<file path="src/dbd_pkg.sv">
// Package for the detection box decoder: payload structs, register indexes,
// field widths and reset values.
// No dependencies; imported by every module of the block.
package dbd_pkg;

  localparam int unsigned VAL_W    = 25;  // signed Q8.16 dequantized element
  localparam int unsigned SCORE_W  = 24;  // unsigned Q8.16 score
  localparam int unsigned COORD_W  = 28;  // signed pixels, Q.4
  localparam int unsigned DIM_W    = 12;  // image dimension in pixels
  localparam int unsigned CLASS_W  = 8;
  localparam int unsigned ROW_W    = 16;  // row index as shown on the port
  localparam int unsigned CFG_IDX_W  = 3;
  localparam int unsigned CFG_DATA_W = 24;

  localparam int unsigned MAX_CLASSES_DEF    = 255;
  localparam int unsigned ROW_INDEX_BITS_DEF = 16;

  localparam logic [7:0]         CLASS_COUNT_RST = 8'd80;
  localparam logic signed [7:0]  IN_OFFSET_RST   = 8'sd0;
  localparam logic [15:0]        SCALE_RST       = 16'd256;
  localparam logic [SCORE_W-1:0] THRESHOLD_RST   = 24'd32768;
  localparam logic [DIM_W-1:0]   WIDTH_RST       = 12'd640;
  localparam logic [DIM_W-1:0]   HEIGHT_RST      = 12'd480;

  // -1.0 in Q8.16
  localparam logic signed [VAL_W-1:0] MINUS_ONE_Q16 = -25'sd65536;

  typedef enum logic [CFG_IDX_W-1:0] {
    CFG_CLASS_COUNT = 3'd0,
    CFG_IN_OFFSET   = 3'd1,
    CFG_SCALE       = 3'd2,
    CFG_THRESHOLD   = 3'd3,
    CFG_IMG_WIDTH   = 3'd4,
    CFG_IMG_HEIGHT  = 3'd5
  } cfg_idx_e;

  typedef struct packed {
    logic signed [7:0] raw_value;
    logic              frame_start;
  } in_item_t;

  typedef struct packed {
    logic signed [COORD_W-1:0] left_x;
    logic signed [COORD_W-1:0] top_y;
    logic signed [COORD_W-1:0] right_x;
    logic signed [COORD_W-1:0] bottom_y;
    logic [SCORE_W-1:0]        best_score;
    logic [CLASS_W-1:0]        class_index;
    logic [ROW_W-1:0]          row_index;
  } out_item_t;

  // Finished row waiting for its corner multiplies
  typedef struct packed {
    logic signed [VAL_W-1:0] center_x;
    logic signed [VAL_W-1:0] center_y;
    logic signed [VAL_W-1:0] box_width;
    logic signed [VAL_W-1:0] box_height;
    logic [SCORE_W-1:0]      score;
    logic [CLASS_W-1:0]      class_idx;
    logic [ROW_W-1:0]        row_idx;
  } cand_t;

endpackage

</file>
<file path="src/dbd_corner.sv">
// Corner pair for one axis: (c -/+ (size >>> 1)) * dim >>> 12, as signed Q.4 pixels.
// Depends on dbd_pkg for widths.
module dbd_corner import dbd_pkg::*; (
  input  logic signed [VAL_W-1:0]   center_i,
  input  logic signed [VAL_W-1:0]   size_i,
  input  logic [DIM_W-1:0]          dim_i,
  output logic signed [COORD_W-1:0] lo_o,
  output logic signed [COORD_W-1:0] hi_o
);

  localparam int unsigned EDGE_W = VAL_W + 1;
  localparam int unsigned PROD_W = EDGE_W + DIM_W + 1;

  logic signed [VAL_W-1:0]  half;
  logic signed [EDGE_W-1:0] edge_lo, edge_hi;
  logic signed [DIM_W:0]    dim_s;
  logic signed [PROD_W-1:0] prod_lo, prod_hi;

  assign half    = size_i >>> 1;
  assign edge_lo = EDGE_W'(center_i) - EDGE_W'(half);
  assign edge_hi = EDGE_W'(center_i) + EDGE_W'(half);
  assign dim_s   = $signed({1'b0, dim_i});
  assign prod_lo = PROD_W'(edge_lo) * PROD_W'(dim_s);
  assign prod_hi = PROD_W'(edge_hi) * PROD_W'(dim_s);

  // drop twelve fraction bits, keep the sign
  assign lo_o = COORD_W'(prod_lo >>> 12);
  assign hi_o = COORD_W'(prod_hi >>> 12);

endmodule

</file>
<file path="src/detection_box_decoder_top.sv">
// Detection box decoder: one int8 tensor element per cycle unless stalled; a result
// passes the input register, row scan register and corner/output register in turn.
// Throughput: one element per cycle unless stalled; scan register feeds own compare.
// A result leaves at most once per row, on the last score element.
// Reset (rst_ni low, asynchronous) empties all stages, loads the register defaults
// and restarts the row at position 0, row 0, running maximum -1.0.
module detection_box_decoder_top import dbd_pkg::*; #(
  parameter int unsigned MAX_CLASSES    = MAX_CLASSES_DEF,
  parameter int unsigned ROW_INDEX_BITS = ROW_INDEX_BITS_DEF
) (
  input  logic                  clk_i,
  input  logic                  rst_ni,
  // configuration write port
  input  logic                  cfg_we_i,
  input  logic [CFG_IDX_W-1:0]  cfg_addr_i,
  input  logic [CFG_DATA_W-1:0] cfg_wdata_i,
  // element requests
  input  logic                  in_valid_i,
  output logic                  in_ready_o,
  input  in_item_t              in_item_i,
  // detection results
  output logic                  out_valid_o,
  input  logic                  out_ready_i,
  output out_item_t             out_item_o
);

  // position counter wide enough for the four box slots plus every class slot
  localparam int unsigned POS_W = $clog2(MAX_CLASSES + 4);
  localparam logic [7:0]  MaxCls = 8'(MAX_CLASSES);

  // ---------------------------------------------------------------------------
  // Configuration registers
  // ---------------------------------------------------------------------------
  logic [7:0]         class_count_q;
  logic signed [7:0]  in_offset_q;
  logic [15:0]        scale_q;
  logic [SCORE_W-1:0] threshold_q;
  logic [DIM_W-1:0]   img_width_q, img_height_q;

  always_ff @(posedge clk_i or negedge rst_ni) begin
    if (!rst_ni) begin
      class_count_q <= CLASS_COUNT_RST;
      in_offset_q   <= IN_OFFSET_RST;
      scale_q       <= SCALE_RST;
      threshold_q   <= THRESHOLD_RST;
      img_width_q   <= WIDTH_RST;
      img_height_q  <= HEIGHT_RST;
    end else if (cfg_we_i) begin
      unique case (cfg_idx_e'(cfg_addr_i))
        CFG_CLASS_COUNT: class_count_q <= cfg_wdata_i[7:0];
        CFG_IN_OFFSET:   in_offset_q   <= $signed(cfg_wdata_i[7:0]);
        CFG_SCALE:       scale_q       <= cfg_wdata_i[15:0];
        CFG_THRESHOLD:   threshold_q   <= cfg_wdata_i[SCORE_W-1:0];
        CFG_IMG_WIDTH:   img_width_q   <= cfg_wdata_i[DIM_W-1:0];
        CFG_IMG_HEIGHT:  img_height_q  <= cfg_wdata_i[DIM_W-1:0];
        default: ;  // unused indexes: drop the write
      endcase
    end
  end

  // ---------------------------------------------------------------------------
  // Stage handshake: each stage takes a new entry when empty or when it drains
  // ---------------------------------------------------------------------------
  logic     in_valid_q;
  in_item_t in_q;
  logic     cand_valid_q, cand_valid_d;
  cand_t    cand_q, cand_d;
  logic     out_valid_q;
  out_item_t out_q, out_d;

  logic rdy_in, rdy_cand, rdy_out;
  logic adv_in;

  assign rdy_out  = !out_valid_q || out_ready_i;
  assign rdy_cand = !cand_valid_q || rdy_out;
  assign rdy_in   = !in_valid_q || rdy_cand;
  assign adv_in   = in_valid_q && rdy_cand;  // scan stage consumes one element

  assign in_ready_o = rdy_in;

  // Input register
  always_ff @(posedge clk_i or negedge rst_ni) begin
    if (!rst_ni) begin
      in_valid_q <= 1'b0;
    end else if (rdy_in) begin
      in_valid_q <= in_valid_i;
    end
  end

  always_ff @(posedge clk_i) begin
    if (rdy_in && in_valid_i) begin
      in_q <= in_item_i;
    end
  end

  // ---------------------------------------------------------------------------
  // Row scan: dequantize, capture the box, keep the running argmax
  // ---------------------------------------------------------------------------
  logic [POS_W-1:0]          pos_q, pos_d, pos_eff, last_pos;
  logic [ROW_INDEX_BITS-1:0] row_q, row_d, row_eff;
  logic signed [VAL_W-1:0]   cx_q, cy_q, bw_q, bh_q;
  logic signed [VAL_W-1:0]   max_q, max_d;
  logic [CLASS_W-1:0]        cls_q, cls_d;
  logic [7:0]                ncls;
  logic signed [8:0]         diff;
  logic signed [25:0]        prod;
  logic signed [VAL_W-1:0]   val;
  logic                      is_last;

  // clamp the class count to 1..MAX_CLASSES
  always_comb begin
    ncls = class_count_q;
    if (ncls == 8'd0) begin
      ncls = 8'd1;
    end else if (ncls > MaxCls) begin
      ncls = MaxCls;
    end
  end

  assign last_pos = POS_W'(ncls) + POS_W'(3);

  // frame start restarts the row; a stale position past the end restarts it too
  assign pos_eff = (in_q.frame_start || (pos_q > last_pos)) ? '0 : pos_q;
  assign row_eff = in_q.frame_start ? '0 : row_q;
  assign is_last = (pos_eff == last_pos);

  // (raw - offset) * scale is exact in 25 bits
  assign diff = 9'(in_q.raw_value) - 9'(in_offset_q);
  assign prod = 26'(diff) * $signed({10'd0, scale_q});
  assign val  = prod[VAL_W-1:0];

  always_comb begin
    max_d = max_q;
    cls_d = cls_q;
    unique case (pos_eff)
      POS_W'(0): begin
        max_d = MINUS_ONE_Q16;
        cls_d = '0;
      end
      POS_W'(1), POS_W'(2), POS_W'(3): ;
      default: begin
        // strict compare: the first maximum keeps its class
        if (val > max_q) begin
          max_d = val;
          cls_d = CLASS_W'(pos_eff - POS_W'(4));
        end
      end
    endcase
    pos_d = is_last ? '0 : pos_eff + POS_W'(1);
    row_d = is_last ? row_eff + ROW_INDEX_BITS'(1) : row_eff;
  end

  always_ff @(posedge clk_i or negedge rst_ni) begin
    if (!rst_ni) begin
      pos_q <= '0;
      row_q <= '0;
      max_q <= MINUS_ONE_Q16;
      cls_q <= '0;
      cx_q  <= '0;
      cy_q  <= '0;
      bw_q  <= '0;
      bh_q  <= '0;
    end else if (adv_in) begin
      pos_q <= pos_d;
      row_q <= row_d;
      max_q <= max_d;
      cls_q <= cls_d;
      if (pos_eff == POS_W'(0)) cx_q <= val;
      if (pos_eff == POS_W'(1)) cy_q <= val;
      if (pos_eff == POS_W'(2)) bw_q <= val;
      if (pos_eff == POS_W'(3)) bh_q <= val;
    end
  end

  // end of row: hand on a candidate when the best score clears the threshold
  always_comb begin
    cand_valid_d        = is_last && (max_d > $signed({1'b0, threshold_q}));
    cand_d.center_x     = cx_q;
    cand_d.center_y     = cy_q;
    cand_d.box_width    = bw_q;
    cand_d.box_height   = bh_q;
    cand_d.score        = max_d[SCORE_W-1:0];
    cand_d.class_idx    = cls_d;
    cand_d.row_idx      = ROW_W'(row_eff);
  end

  always_ff @(posedge clk_i or negedge rst_ni) begin
    if (!rst_ni) begin
      cand_valid_q <= 1'b0;
    end else if (rdy_cand) begin
      cand_valid_q <= in_valid_q && cand_valid_d;
    end
  end

  always_ff @(posedge clk_i) begin
    if (adv_in && cand_valid_d) begin
      cand_q <= cand_d;
    end
  end

  // ---------------------------------------------------------------------------
  // Corner multiplies into the output register
  // ---------------------------------------------------------------------------
  dbd_corner u_corner_x (
    .center_i (cand_q.center_x),
    .size_i   (cand_q.box_width),
    .dim_i    (img_width_q),
    .lo_o     (out_d.left_x),
    .hi_o     (out_d.right_x)
  );

  dbd_corner u_corner_y (
    .center_i (cand_q.center_y),
    .size_i   (cand_q.box_height),
    .dim_i    (img_height_q),
    .lo_o     (out_d.top_y),
    .hi_o     (out_d.bottom_y)
  );

  assign out_d.best_score  = cand_q.score;
  assign out_d.class_index = cand_q.class_idx;
  assign out_d.row_index   = cand_q.row_idx;

  always_ff @(posedge clk_i or negedge rst_ni) begin
    if (!rst_ni) begin
      out_valid_q <= 1'b0;
    end else if (rdy_out) begin
      out_valid_q <= cand_valid_q;
    end
  end

  always_ff @(posedge clk_i) begin
    if (rdy_out && cand_valid_q) begin
      out_q <= out_d;
    end
  end

  assign out_valid_o = out_valid_q;
  assign out_item_o  = out_q;

endmodule

</file>
<file path="config.mk">
export PLATFORM = sky130hd
export DESIGN_NAME = detection_box_decoder_top
export DESIGN_NICKNAME = d
export VERILOG_FILES = /design/src/dbd_pkg.sv /design/src/dbd_corner.sv /design/src/detection_box_decoder_top.sv
export SDC_FILE = /design/constraint.sdc
export NUM_CORES = 2
export LEC_CHECK = 0
export CAP_MARGIN = 20
export CORE_AREA = 5 5 316 627
export CTS_CLUSTER_DIAMETER = 200
export DETAILED_ROUTE_END_ITERATION = 8
export DIE_AREA = 0 0 321 632
export DONT_BUFFER_PORTS = 1
export PLACE_DENSITY = 0.51
export SLEW_MARGIN = 10
export SYNTH_ARGS = -nofsm -noshare
export SYNTH_HDL_FRONTEND = slang
export SYNTH_HIERARCHICAL = 1
export SYNTH_SLANG_ARGS = --single-unit
</file>
<file path="constraint.sdc">
create_clock -name clk_i -period 25.2 [get_ports clk_i]
set_clock_uncertainty 0.15 [all_clocks]
set_input_delay 7.56 -clock clk_i [delete_from_list [all_inputs] [get_ports clk_i]]
set_output_delay 7.56 -clock clk_i [all_outputs]
set_load 0.005 [all_outputs]
</file>
### Word-level counts from Yosys, hierarchy flattened

Index checks and enable logic that the tools add are counted.

| storage, ports and cells | value |
|---|---|
| memories kept | 0 |
| latch bits | 0 |
| word-level logic and storage cells | 97 |
| bits in writable memories | 0 |
| memory bits (read-only) | 0 |
| bits in registers | 554 |
| input bits | 41 |

| operators by class | value |
|---|---|
| mux-type cells | 10 |
| shifts and indexed selects | 0 |
| reductions and logical operators | 27 |
| div/mod/pow operators | 0 |
| add/subtract/negate cells | 9 |
| $mul | 5 |
| order comparisons | 4 |
| equality and inequality tests | 9 |
| bitwise operators | 0 |

Operators with widths:

| cell | number |
|---|---|
| $mul 26x13->39 | 4 |
| $add 25x24->26 | 2 |
| $sub 25x24->26 | 2 |
| $gt 25x25->1 | 2 |
| $pmux 25 s2 | 1 |
| $mux 16 | 2 |
| $mul 9x17->25 | 1 |
| $mux 25 | 1 |
| $mux 8 | 3 |
| $reduce_and 2->1 | 10 |
| $eq 9x2->1 const B | 2 |
| $mux 9 | 2 |
| $add 16x1->16 const B | 1 |
| $pmux 8 s2 | 1 |
| $add 8x2->9 const B | 1 |
| $add 9x1->9 const B | 1 |
| $eq 9x1->1 const B | 1 |
| $eq 9x9->1 | 1 |
| $gt 9x9->1 | 1 |
| $logic_not 9->1 | 1 |
| $sub 8x8->9 | 1 |
| $gt 8x8->1 const B | 1 |
| $logic_not 8->1 | 1 |
| $sub 8x3->8 const B | 1 |
| other kinds (8) | 20 |

### Logic depth before layout (Yosys ltp)

| logic depth | value |
|---|---|
| depth after elaboration | 13 |
| mapped depth | 50 |
| gate-level depth less buffers | 49 |

### Cells and area by module

Netlist, hierarchy kept.

Modules (own cells, without submodules):

| module | cells each | times used | area each (µm²) |
|---|---|---|---|
| detection_box_decoder_top | 2125 | 1 | 26661.8 |
| dbd_corner at u_corner_x | 3076 | 1 | 25443.2 |
| dbd_corner at u_corner_y | 2926 | 1 | 24355.9 |

### Worst setup path before layout

No wires, ideal clock.

| path | value |
|---|---|
| path kind | reg2reg |
| from | reg in_offset_q[0] |
| to | reg cand_q[0] (netlist bit) (enable) |
| setup slack | 8084 ps |
| stages on the path, launching flop included | 47 |
| data required time | 24374 ps |
| period minus slack after synthesis | 17116 ps |
| buffers on the path | 2 |
| data arrival time | 16290 ps |
| path through | dfrtp_1 > ha_1 > fa_1 > nor2b_1 > o21ai_0 > a21boi_0 > o21a_1 > nor2_1 > xnor2_1 > clkbuf_1 > nand2_1 > fa_1 > fa_1 > inv_1 > fa_1 > fa_1 > inv_1 > fa_1 > [... 11 more ...] > nand3_1 > a2111oi_0 > o211a_1 > o311ai_0 > and3_1 > a21oi_1 > clkbuf_1 > o21ai_0 > ha_1 > nand2_1 > o21ai_0 > a21oi_1 > o21ai_0 > a31o_2 > o21ai_0 > or3_1 > o31a_1 > nor2b_1 |

| between the ends | value |
|---|---|
| longest elaborated chain between the ends | 8 |

Ends and longest elaborated chain:

| what | RTL line | text |
|---|---|---|
| start: declaration | detection_box_decoder_top.sv:35 | `logic signed [7:0] in_offset_q;` |
| start signal: assignment | detection_box_decoder_top.sv:51 | `CFG_IN_OFFSET: in_offset_q <= $signed(cfg_wdata_i[7:0]);` |
| $sub 8x8->9 | detection_box_decoder_top.sv:128 | `assign diff = 9'(in_q.raw_value) - 9'(in_offset_q);` |
| $mul 9x17->25 | detection_box_decoder_top.sv:129 | `assign prod = 26'(diff) * $signed({10'd0, scale_q});` |
| named net prod[23] | detection_box_decoder_top.sv:106 | `logic signed [25:0] prod;` |
| $gt 25x25->1 | detection_box_decoder_top.sv:143 | `if (val > max_q) begin` |
| $mux 25 | detection_box_decoder_top.sv:143 |  |
| $pmux 25 s2 | detection_box_decoder_top.sv:135 | `unique case (pos_eff)` |
| named net max_d[1] | detection_box_decoder_top.sv:102 | `logic signed [VAL_W-1:0] max_q, max_d;` |
| $gt 25x25->1 | detection_box_decoder_top.sv:177 | `cand_valid_d = is_last && (max_d > $signed({1'b0, threshold_q}));` |
| $logic_and 1x1->1 | detection_box_decoder_top.sv:177 |  |
| $logic_and 1x1->1 | detection_box_decoder_top.sv:196 | `if (adv_in && cand_valid_d) begin` |
| end signal: assignment | detection_box_decoder_top.sv:197 | `cand_q <= cand_d;` |
| end: declaration | detection_box_decoder_top.sv:67 | `cand_t cand_q, cand_d;` |

The timed path passes the listed nets, and every way through them passes these cells.
A chain may end at the register's enable or synchronous reset.

### Worst setup path in the final report

| path | value |
|---|---|
| from | in out_ready_i |
| to | out in_ready_o |

| between the ends | value |
|---|---|
| longest elaborated chain between the ends | 3 |

Ends and longest elaborated chain:

| what | RTL line | text |
|---|---|---|
| start: declaration | detection_box_decoder_top.sv:23 | `input logic out_ready_i,` |
| $logic_or 1x1->1 | detection_box_decoder_top.sv:74 | `assign rdy_out = !out_valid_q \|\| out_ready_i;` |
| $logic_or 1x1->1 | detection_box_decoder_top.sv:75 | `assign rdy_cand = !cand_valid_q \|\| rdy_out;` |
| $logic_or 1x1->1 | detection_box_decoder_top.sv:76 | `assign rdy_in = !in_valid_q \|\| rdy_cand;` |
| end: declaration | detection_box_decoder_top.sv:19 | `output logic in_ready_o,` |

Every way passes these cells.

==> metrics <==
crit end category=output pin; beginning of the worst hold path=cand_q[23]; Syn-to-layout area delta=6.35%; Slowest cell on crit path=nand4b_1; Worst Hold Class=reg -> reg; Clock Tree Buf Depth=3; Slew headroom=a little over a quarter; vias per inst=between 5 and 6; final setup violation count=0; CP Cell Sequence=nand4b_1; initial DRC count=about 2400; GR Util All Layers=between 20% and 30%; antenna-violating nets left=1; clk sinks=between 500 and 600; initial antenna violation count=15; full die area=roughly 200000 sq um; Clock Latency Late Sink=about 730 ps; CP startpoint kind=input port; worst r2r path cells=46; Slew Viols, Final=0; status=finished, violations left; Critical Path RT=~17000 ps; FF-to-FF setup slack=roughly 12000 ps; Slew @ Worst Pin=1090 ps; Routed WL=224000 microns; first-pass GRT wire length=around 350000 microns; Syn Area/Cell=around 9.4 sq um; post_cts resized=0; final worst path period need=between 15000 and 20000 ps; failing checks=antenna violations; HPWL after DPL=approximately 180000 microns; Hold Fails Final Rpt=0; Yosys Warn Count=6; WP buf/inv=0; crit path kind=in -> out; Routed wire per std cell=21.3 microns; Mapped Nets=between 9000 and 10000; CP top delay family=simple AND/OR/NAND/NOR gates; RD Place Congestion=0.907; GRT Residual Overflow=0; Worst-path clk slew=around 70 ps; vias in the first global route=60764; Pre-antenna DRT Iters=7; CTS Buf Count=55; Hold Crit Depth=0; Vias=54375; RR Startpoint=in_offset_q[0]; hold endpoint=out_item_o[23]; slowest stage delay, CP=roughly 260 ps; Mapped Area=about 76000 sq um; initial core utilization=a little under 40%; Port Buffers=0; drt drc=0; layout cell share with drive strength beyond 1=roughly 5.8%; IO Count=203; clk root buf=clkbuf_16; Post-Synthesis Cells=between 8000 and 9000; post-layout net count=9749; max-cap violations=0; Crit path arrival time=roughly 8000 ps; Core ar.=193000 sq um; Post-CTS Setup Bufs=0; CTS H-Tree Depth=2; Final Core Density=42.2%; CTS Hold Bufs=0; FF-to-FF End=cand_q[70]; TNS Setup=0 ps; chip width=around 320 microns; die height=approximately 630 microns; CTS tree=yes; RSZ-0062 raised after global routing=no; FP Rows=around 230; fin crit share=61.6%; f_max=~64 MHz; pin count of the biggest net entering global routing=240; crit-path max FO=3
==> per-stage QoR <==
stage | hold slack, ps | area, sq um | setup WS, ps | instances
2_1_floorplan | 250 | 76300 | 8180 | 8119
3_3_place_gp | 253 | 79200 | 9720 | 10393
3_5_place_dp | 255 | 79200 | 9680 | 10395
4_1_cts | 272 | 81100 | 9680 | 10499
5_1_grt | 276 | 81200 | 9660 | 10505
6_report | 270 | 81200 | 9670 | 10514
==> routing by layer <==
| layer | up-vias | wire, microns | global-route usage, % |
|---|---|---|---|
| li1 | 24781 | - | - |
| met1 | 27914 | 75800 | 22.5 |
| met2 | 1201 | 127000 | 44.4 |
| met3 | 477 | 7530 | 2.14 |
| met4 | 2 | 14000 | 11.6 |
| met5 | - | 13 | 0 |
==> state kept, by name, summed over array words and instances, names as in the netlist <==
register,count
scale_q,16
cls_q,8
out_valid_o,1
img_width_q,12
row_q,16
in_q,9
in_offset_q,8
cy_q,25
cand_q,146
cand_valid_q,1
bh_q,24
in_valid_q,1
pos_q,9
threshold_q,24
class_count_q,8
out_item_o,160
max_q,25
img_height_q,12
bw_q,24
cx_q,25
==> placed cells by master, fill, tap and decap left out, drive strengths merged, types with 15 or more instances in the layout <==
cell type and count:
o31ai 17, nor2 187, nand2b 95, dfrtp 220, inv 1703, xor2 70, nor3b 28, mux2 84
mux2i 19, buf 146, nor2b 122, and2 548, a21oi 226, o22a 15, edfxtp 315, a311oi 20
nand2 1110, nand4 31, a31oi 45, nand3 109, nor4 19, clkinv 15, or3 19, a211oi 20
and3 40, xnor2 164, ha 572, o21ai 187, or2 17, clkbuf 71, dfstp 19, o211ai 24
o21a 45, fa 1212, a21o 80, o21bai 43, a22o 21, nor3 84
==> worst max-delay path by stage <==
| stage | startpoint | to | slack [ps] | cells past startpoint |
|---|---|---|---|---|
| 6_report | out_ready_i | in_ready_o | 9670 | 1 |
| 5_1_grt | out_ready_i | in_ready_o | 9660 | 1 |
| 4_1_cts | out_ready_i | in_ready_o | 9680 | 1 |
| 3_5_place_dp | out_ready_i | in_ready_o | 9680 | 1 |
| 3_3_place_gp | out_ready_i | in_ready_o | 9720 | 1 |
| 2_1_floorplan | in_offset_q[0] | cand_q[0] | 8180 | 46 |
==> layout make-up <==
type | count | area, sq um
diodes | 13 | 32.5
clock buffers | 71 | 1550
clock inverters | 33 | 407
fillers | 19060 | 111000
inverters | 1693 | 6350
multi-input cells | 5474 | 53100
flip-flops and latches | 554 | 15500
well taps | 2530 | 3170
repair buffers | 146 | 1100
Power is not shown: default switching activity piles up to over one toggle a cycle in this logic, so the estimate is an artifact.
